`src/rtl/pidl_pkg.sv`:
```
`timescale 1ns / 1ps

package pidl_pkg;

    // Storage geometry.
    localparam int DEPTH      = 1024;
    localparam int WORD_WIDTH = 32;
    localparam int ADDR_W     = $clog2(DEPTH);
    localparam int LEN_W      = $clog2(DEPTH + 1);

    // Fixed field widths of the interface.
    localparam int OP_W    = 2;
    localparam int POS_W   = 11;
    localparam int VAL_W   = 32;
    localparam int CAP_W   = 11;
    localparam int OLEN_W  = 11;

    // Width used for all length, position and capacity compares.
    localparam int CMP_W = (LEN_W > POS_W) ? LEN_W + 1 : POS_W + 1;

    // Capacity register reset value.
    localparam logic [CAP_W-1:0] CAP_RESET = CAP_W'(1024);

    // Operation codes.
    typedef enum logic [OP_W-1:0] {
        OP_INSERT = 2'd0,
        OP_REMOVE = 2'd1,
        OP_READ   = 2'd2,
        OP_NONE   = 2'd3
    } op_t;

    // Input word.
    typedef struct packed {
        logic [OP_W-1:0]         operation;
        logic [POS_W-1:0]        position;
        logic signed [VAL_W-1:0] value;
    } in_word_t;

    // Result word.
    typedef struct packed {
        logic                    success;
        logic signed [VAL_W-1:0] read_value;
        logic [OLEN_W-1:0]       list_length_out;
    } out_word_t;

    // Commands from the controller to the datapath.
    typedef struct packed {
        logic load;
        logic step_up;
        logic step_down;
        logic put;
        logic rd_pos;
        logic finish;
    } cmd_t;

    // Status from the datapath to the controller.
    typedef struct packed {
        op_t  in_op;
        logic in_ok;
        logic in_move;
        logic ptr_last;
        logic out_free;
    } status_t;

endpackage

```
`src/rtl/pidl_ctrl.sv`:
```
`timescale 1ns / 1ps

module pidl_ctrl (
    input  logic             clk,
    input  logic             rst_n,
    input  logic             in_valid,
    output logic             in_stall,
    input  pidl_pkg::status_t status,
    output pidl_pkg::cmd_t    cmd
);

    typedef enum logic [7:0] {
        S_IDLE       = 8'b0000_0001,
        S_SHIFT_UP   = 8'b0000_0010,
        S_UP_TAIL    = 8'b0000_0100,
        S_PUT        = 8'b0000_1000,
        S_SHIFT_DOWN = 8'b0001_0000,
        S_DOWN_TAIL  = 8'b0010_0000,
        S_READ       = 8'b0100_0000,
        S_FINISH     = 8'b1000_0000
    } state_t;

    state_t state_reg;
    state_t state_next;

    // State register.
    always_ff @(posedge clk or negedge rst_n)
    begin
        if (!rst_n)
        begin
            state_reg <= S_IDLE;
        end
        else
        begin
            state_reg <= state_next;
        end
    end

    assign in_stall = (state_reg != S_IDLE);

    // Next state and command decode.
    always_comb
    begin
        state_next = state_reg;
        cmd        = '0;
        unique case (state_reg)
            S_IDLE:
            begin
                if (in_valid)
                begin
                    cmd.load = 1'b1;
                    if (!status.in_ok)
                    begin
                        state_next = S_FINISH;
                    end
                    else
                    begin
                        case (status.in_op)
                            pidl_pkg::OP_INSERT:
                                state_next = status.in_move ? S_SHIFT_UP : S_PUT;
                            pidl_pkg::OP_REMOVE:
                                state_next = status.in_move ? S_SHIFT_DOWN : S_FINISH;
                            pidl_pkg::OP_READ:
                                state_next = S_READ;
                            default:
                                state_next = S_FINISH;
                        endcase
                    end
                end
            end
            S_SHIFT_UP:
            begin
                cmd.step_up = 1'b1;
                if (status.ptr_last)
                begin
                    state_next = S_UP_TAIL;
                end
            end
            S_UP_TAIL:
            begin
                // The last shifted word is written back in this cycle.
                state_next = S_PUT;
            end
            S_PUT:
            begin
                cmd.put    = 1'b1;
                state_next = S_FINISH;
            end
            S_SHIFT_DOWN:
            begin
                cmd.step_down = 1'b1;
                if (status.ptr_last)
                begin
                    state_next = S_DOWN_TAIL;
                end
            end
            S_DOWN_TAIL:
            begin
                state_next = S_FINISH;
            end
            S_READ:
            begin
                cmd.rd_pos = 1'b1;
                state_next = S_FINISH;
            end
            S_FINISH:
            begin
                if (status.out_free)
                begin
                    cmd.finish = 1'b1;
                    state_next = S_IDLE;
                end
            end
            default:
            begin
                state_next = S_IDLE;
            end
        endcase
    end

endmodule

```
`config.mk`:
```
export PLATFORM = sky130hd
export DESIGN_NAME = pidl_ctrl
export DESIGN_NICKNAME = d
export VERILOG_FILES = /design/src/rtl/pidl_pkg.sv /design/src/rtl/pidl_ctrl.sv
export SDC_FILE = /design/constraint.sdc
export NUM_CORES = 1
export LEC_CHECK = 0
export ABC_AREA = 1
export BUFFER_PORTS_ARGS = -buffer_cell sky130_fd_sc_hd__buf_2
export CORE_AREA = 2 2 39 41
export DETAILED_ROUTE_END_ITERATION = 10
export DIE_AREA = 0 0 41 43
export PLACE_DENSITY = 0.72
export SLEW_MARGIN = 10
export SYNTH_ARGS = -nofsm -noshare
export SYNTH_HDL_FRONTEND = slang
export SYNTH_SLANG_ARGS = --single-unit
```
`constraint.sdc`:
```
create_clock -name clk -period 2.05 [get_ports clk]
set_input_delay 0.205 -clock clk [delete_from_list [all_inputs] [get_ports clk]]
set_output_delay 0.205 -clock clk [all_outputs]
set_load 0.05 [all_outputs]
```
==> results of run 1 <==
## layout make-up
class                   instances  area share [%]
well taps                      16           2.552
clock buffers                   4           3.349
multi-input cells              67           49.44
repair buffers                 16           10.85
inverters                      17           8.134
flip-flops and latches          8           25.68
## per-stage QoR
| stage | cell area (µm²) | hold WS, ps | power, W | worst slack [ps] |
|---|---|---|---|---|
| 5_1_grt | 784.5 | 221.7 | 0.0009379 | 157.7 |
| 3_5_place_dp | 748.2 | 59.41 | 0.0007375 | 525.7 |
| 2_1_floorplan | 653.1 | -90.59 | 0.0006485 | 221.0 |
| 4_1_cts | 784.5 | 216.5 | 0.0008726 | 252.9 |
| 3_3_place_gp | 748.2 | 55.31 | 0.0007328 | 542.7 |
| 6_report | 784.5 | 220.9 | 0.0008606 | 264.8 |
## synth_stat cells
cell / instances
a21oi_1: 1
dfrtp_1: 7
dfstp_2: 1
inv_1: 15
inv_2: 2
nand2_1: 21
nand2_2: 2
nand2_4: 5
nand3_1: 4
nand3_2: 1
nand4_1: 3
nor2_1: 18
nor2_2: 3
nor2_4: 4
nor2_8: 1
nor3_1: 1
nor3b_1: 2
nor4_1: 1
## worst paths after layout
kind | from | to | slack, ps
worst min register to register | state_reg[4] | state_reg[4] | 550
worst max-delay path | state_reg[0] | cmd[5] | 260
worst min-delay path | status[5] | state_reg[6] | 220
min in group asynchronous | rst_n | state_reg[2] | 320
worst max register to register | state_reg[0] | state_reg[7] | 680
max in group asynchronous | rst_n | state_reg[0] | 1480
## cells by family (layout without fill, tap and decap cells)
family          count (synthesis)  in the layout  synth area share, %
flops                           8              8                31.26
buf+inv                        17             37                9.903
compound gates                  1              1               0.7760
simple gates                   66             66                58.06
## critical path, cell delays in order (launching register included)
cell and delay [ps]:
dfstp_2 530, inv_1 50, nor2_1 70, nand2_1 120, nor2_8 160, inv_1 70, nor2_2 70, buf_2 260
## timing repair
action / CTS / global route
endpoints found under the hold margin: 7 / 0
hold buffers: 1 / 0
resized for setup: 0 / 0
endpoints found under the setup margin: 0 / 0
## routing by layer
metal | share of wire (%) | vias up
met2 | 49 | 11
met1 | 48 | 241
met5 | 0 | -
met4 | 0 | 0
met3 | 2.9 | 0
li1 | - | 318
## cells in the final DEF (no fill, tap or decap)
| master | instances |
|---|---|
| a21oi_1 | 1 |
| buf_2 | 15 |
| clkbuf_1 | 1 |
| clkbuf_4 | 3 |
| dfrtp_1 | 7 |
| dfstp_2 | 1 |
| dlygate4sd3_1 | 1 |
| inv_1 | 15 |
| inv_2 | 2 |
| nand2_1 | 21 |
| nand2_2 | 2 |
| nand2_4 | 5 |
| nand3_1 | 4 |
| nand3_2 | 1 |
| nand4_1 | 3 |
| nor2_1 | 17 |
| nor2_2 | 4 |
| nor2_4 | 4 |
| nor2_8 | 1 |
| nor3_1 | 1 |
| nor3b_1 | 2 |
| nor4_2 | 1 |
## where the power goes
group | switching [W] | internal [W] | leakage (nW)
registers | 0.0000247 | 0.000192 | 0.107
logic | 0.000364 | 0.000150 | 0.335
clock network | 0.0000552 | 0.0000746 | 0.0150
==> results.md, run 1 <==
Run status:
- The flow ran to the end, and the final reports show no timing, DRC or antenna violations.

Hold path:
- The worst hold path passes through 3 cells.
- The type of the tightest min-delay check is in -> reg.

Synthesis:
- Counting every net in the synthesized netlist gives 101.
- The post-synthesis cell type count is 18.
- The synthesized design spends more area on one cell type than any other, namely dfrtp_1.
- Yosys attributes the largest share of cell area to dfrtp_1 (27%), nand2_1 (12%), nor2_1 (10%).
- The number of instances in the synthesized netlist is 92.
- The synthesis-stage register bit count is 8.
- Averaged over all synthesized cells, the footprint is 7.004 µm².
- The sequential share of the synthesized area is 31.26%.
- Of the post-synthesis cell area, the dominant cell type holds 27.18%.
- The Yosys step of the flow raised 0 warnings.
- After synthesis the cells add up to 644.4 µm².

Clock tree:
- The depth of the CTS H-tree is 1.
- In this run the post-CTS setup repair buffer count came out at 0.
- The buffer cell driving the clock tree root is clkbuf_4.
- Clock-pin slew was measured on the worst setup and hold paths at 50 ps.
- The latest clock arrival within the worst-skew pair is 250 ps.
- The number of clock sinks is 8.
- Buffers inserted during clock tree synthesis total 3.
- The clock passes through at most 2 buffers.
- TritonCTS built the clock tree.

GRT:
- For met3 alone, demand over resource in global routing was 2.094%.
- The met2 track demand over resource in global routing is about a quarter.
- The first global-routing pass estimated 1938 µm of wire.
- For met1 alone, demand over resource in global routing was 21.74%.
- The number of antenna violations at the first check in global routing is 0.
- After global routing, the most crowded layer is met2.
- After global routing the overflow that remains totals 0.
- The overall global routing resource usage is around 16%.
- Entering global routing, the biggest net connects 9 pins.
- The via count of the first global-routing pass is 480.

Layout:
- The register with the most flip-flops in the layout has 8 of them.
- From synthesis to final layout, the design area changed by 21.75%.
- The multi-input combinational cells in the finished layout cover a total of 387.9 µm².
- The layout has 128 filler cells.
- At the end of the flow the core is filled with cells to 56.69%.
- 0 antenna diodes ended up in the layout.
- The sequential standard cell area is 201.4 µm².
- Excluding fillers, the count of instances in the completed layout stands at 128.
- The fraction of layout cells with a size suffix above 1 is about a third.
- The final layout contains 122 nets.

Routing:
- In the routed design, unresolved DRC markers number 0.
- The per-cell via count in the routed design is 4.453.
- Wires add up to 1187 µm.
- The pre-antenna-repair detailed-routing pass consisted of 3 iterations.
- The number of violations reported at the end of detailed-routing iteration 0 is 11.
- The final route contains 570 vias.
- The count of antenna-violating nets left after detailed routing is 0.
- In the final routed layout, each cell accounts on average for 9.273 µm.

Floorplanning:
- The die covers roughly 1800 µm².
- The chip height is about 43 µm.
- The number of placed I/O pins is 16.
- The die is 41 µm wide.
- The starting utilization of the core area is 46.56%.
- After floorplanning, the core was sized to cover 1384 µm².
- Row generation in the floorplan step produced 14 rows.

STA:
- The number of failing hold endpoints at the final stage was 0.
- Setup total negative slack on the finished layout was measured at 0 ps.
- The max-slew violation count came to 0.
- The final period demand of the worst path is 1785 ps.
- Headroom to the max-slew limit came out at 83.30%.
- For the final database, setup skew stands at around 7.2 ps.
- The total setup violations reported at the end of the flow is 0.
- Setup repair after global routing left no endpoint under its margin.
- The slew at the pin closest to its max-slew limit is 252.3 ps.
- Timing would allow up to between 500 and 600 MHz.
- The ratio of final minimum period to clock period is 87.08%.

Critical path:
- The worst setup path is captured at an output port.
- The classification of the worst setup path is reg -> out.
- The worst-case reg-to-reg path depth is 9.
- Data on the critical path is required at its endpoint by 1850 ps.
- STA puts the critical path data arrival time at around 1600 ps.
- Of all nets on the critical path, the largest fanout is 7.
- The critical path launch point type is a flip-flop.

Place:
- Once detailed placement completed, the half-perimeter wirelength came to ~1000 µm.
- Once placement completed, the tool counted placed cells totaling 123.
- Buffers placed on the I/O ports in this run total 15.
- The final weighted congestion of routability-driven global placement is 0.8396.

Pwr:
- VDD sags by at most about 0.8 mV.
- Summed over all cells, the static leakage comes to 0.4570 nW.
- Dividing total power by cell area gives a power density of 1097 nW/µm².

Run:
- Across the run, the number of max-cap violations was 0.
No activity file was read; power rests on OpenSTA's default activity.
==> run 2, diff against run 1 <==
Settings changed: PLACE_DENSITY 0.72 to 0.77, SKIP_LAST_GASP set to 1.
==> run 2 against run 1 <==
  * Sequential share of layout area did not move
  * Register-to-register slack barely moved
  * Design area did not move
  * Count of clock-buffer cells in the layout did not move
  * Largest cell class unchanged
  * Highest routed layer is now met4
==> results.md, run 2 (synthesis results as in run 1) <==
Layout:
- Leaving out filler cells and counting taps, the final layout contains 128.
- The number of flip-flops under the largest register name is 8.
- The growth of design area from synthesis to finish is 21.75%.
- The number of inserted diodes is 0.
- The net count of the finished layout is 122.
- In the layout the commonest cells are nand2_1 (21), nor2_1 (17), inv_1 (15), buf_2 (15), dfrtp_1 (7).
- The fraction of layout cells with a size suffix above 1 is about a third.
- Leaving out fill and tap cells, the most frequent cell in the layout is nand2_1.

STA:
- The smallest clock period supported by the final layout is computed as 1812 ps.
- Timing would allow up to 551.9 MHz.
- The number of failing hold endpoints at the final stage is 0.
- Between clock sinks in the finished design, the worst skew comes to a little under 3 ps.
- The relative slew slack is 83.54%.
- Setup violations remaining at the end of the flow were counted as 0.
- Setup repair after global routing left no endpoint under its margin.
- Adding up every negative setup slack in the final design gives 0 ps.
- In the finished design, the share of the clock period the worst path needs comes to between 80% and 90%.
- At the pin with the least slew margin, the transition time is 248.7 ps.
- The max-slew violation count is 0.

Critical path:
- The largest single stage delay on the critical path is 530 ps.
- Together, buffers and inverters on the worst path number 3.
- The critical path is of the reg -> out type.
- The critical path launch point type is a flip-flop.
- The required time of the critical path is 1850 ps.
- The largest fanout on the critical path is 7.
- The nature of the critical path endpoint is an output port.
- The master of the slowest instance on the critical path is dfstp_2.
- The kind of cell with the highest combined delay along the critical path is flip-flops.
- Traced cell by cell, the critical path runs through inv_1, nor2_1, nand2_1, nor2_8, inv_1, nor2_2, buf_2.
- The arrival time at the worst endpoint is about 1600 ps.
- In this design, the critical path's most frequently occurring cell is inv_1.

Place:
- After detailed placement, the design holds a cell count of ~120.
- The count of buffers added on input and output ports is 15.
- After legalization and detailed placement, the total HPWL measured 1050 µm.
- The final weighted congestion of routability-driven global placement is 0.8647.

Clock tree:
- The depth of the CTS H-tree is 1.
- The later pin in the worst-skew pair is clocked with a latency of 260 ps.
- The clock input transition at the sequential cells of the worst setup and hold paths is around 60 ps.
- The number of buffers added by the clock tree synthesis step is 3.
- The maximum buffer depth of the clock tree is 2.
- The quantity of hold-fixing buffers added after cts is 1.
- The CTS tree is done.
- The buffer cell driving the clock tree root is clkbuf_4.
- Post-CTS timing repair inserted 0 buffers for setup.
- The clock drives 8 sinks.
- The number of gates resized after CTS was 0.

GRT:
- The largest net degree at the start of global routing is 9.
- The via count of the first global-routing pass came to 503.
- For this run, the total global-route usage over all layers was measured as 16.31%.
- The total overflow left after global routing is 0.
- The first global-routing pass estimated slightly below 2000 µm of wire.
- The number of antenna violations at the first check in global routing is 0.

Routing:
- The number of violations reported at the end of detailed-routing iteration 0 is 15.
- For this run, design rule violations remaining after detail routing come to 0.
- The count of nets left with antenna violations once routing finished came out at 0.
- The count of TritonRoute iterations in the first routing pass is 4.
- The via count of the routed design is 599.
- Summed over all layers, the routed wires come to 1231 µm.
- After detailed routing, the number of vias per cell comes to roughly 4.7.
- In the final routing, the length of wire on met1 measures 563 µm.
- Summed over all nets, wire length on met2 after detailed routing comes to 593 µm.
- The topmost layer with routed signal wires is met4.
- Detailed routing placed a total of 57 µm of wire on met3.
- After detailed routing, the average wire length per cell comes to 9.617 µm.

Floorplanning:
- The core region is around 1400 µm².
- The number of placed I/O pins is 16.
- The die outline area is ~1800 µm².
- The horizontal die dimension is 41 µm.
- The chip height is 43 µm.
- The initial utilization of the core area, before any placement, comes to approximately 47%.
- In this run the core area contains 14 standard-cell rows.

Pwr:
- VDD sags by at most 0.6274 mV.
- The reported leakage power is 0.4570 nW.
- The power density relative to cell area is between 1000 and 1500 nW/µm².
- After layout, the design draws a total of 0.0008707 W.

Run:
- The number of max-capacitance violations reported is 0.

Hold path:
- The type of the tightest min-delay check is in -> reg.

Run status:
- The run finished with clean final reports.
[run 2: final timing paths]
check	startpoint	to	slack, ps	cells after the start
setup / recovery	state_reg[0]	cmd[5]	240	7
hold / removal	status[5]	state_reg[6]	200	3
setup reg to reg	state_reg[0]	state_reg[1]	670	10
hold reg to reg	state_reg[4]	state_reg[4]	550	2
max in group asynchronous	rst_n	state_reg[0]	1500	2
min in group asynchronous	rst_n	state_reg[2]	310	2
[run 2: report_power, final]
part	total [W]	internal, W	switching [W]
clock	0.000138	0.0000751	0.0000633
sequential	0.000216	0.000192	0.0000241
combinational	0.000516	0.000150	0.000366
total	0.000871	0.000417	0.000454
[run 2: area by class of cell]
class,count,area (µm²)
Fill cell,136,599.3
Multi-Input combinational cell,67,387.9
Sequential cell,8,201.4
Timing Repair Buffer,16,85.08
Inverter,17,63.81
Clock buffer,4,26.28
Tap cell,16,20.02
[run 2: layer usage]
layer | GRT usage (%) | vias up
met2 | 26.25 | 20
met1 | 21.52 | 258
met3 | 0 | 2
li1 | - | 319
met4 | 8.000 | 0
met5 | 0 | -
[run 2: through the flow]
| step | util (%) | setup slack (ps) | cell area (µm²) | hold WS, ps |
|---|---|---|---|---|
| after floorplan | - | 221.0 | 653.1 | -90.59 |
| final | 56.69 | 238.2 | 784.5 | 201.6 |
| after global routing | 56.69 | 149.6 | 784.5 | 208.7 |
| after CTS | 56.69 | 221.4 | 784.5 | 197.5 |
| after global placement | 54.07 | 545.9 | 748.2 | 55.31 |
| after detailed placement | 54.07 | 512.0 | 748.2 | 59.10 |
[run 2: tightest hold or removal path: cells and delay by family]
family / cells / cell delay (ps)
and+or+nand+nor: 2 / 110
buffers and inverters: 1 / 110
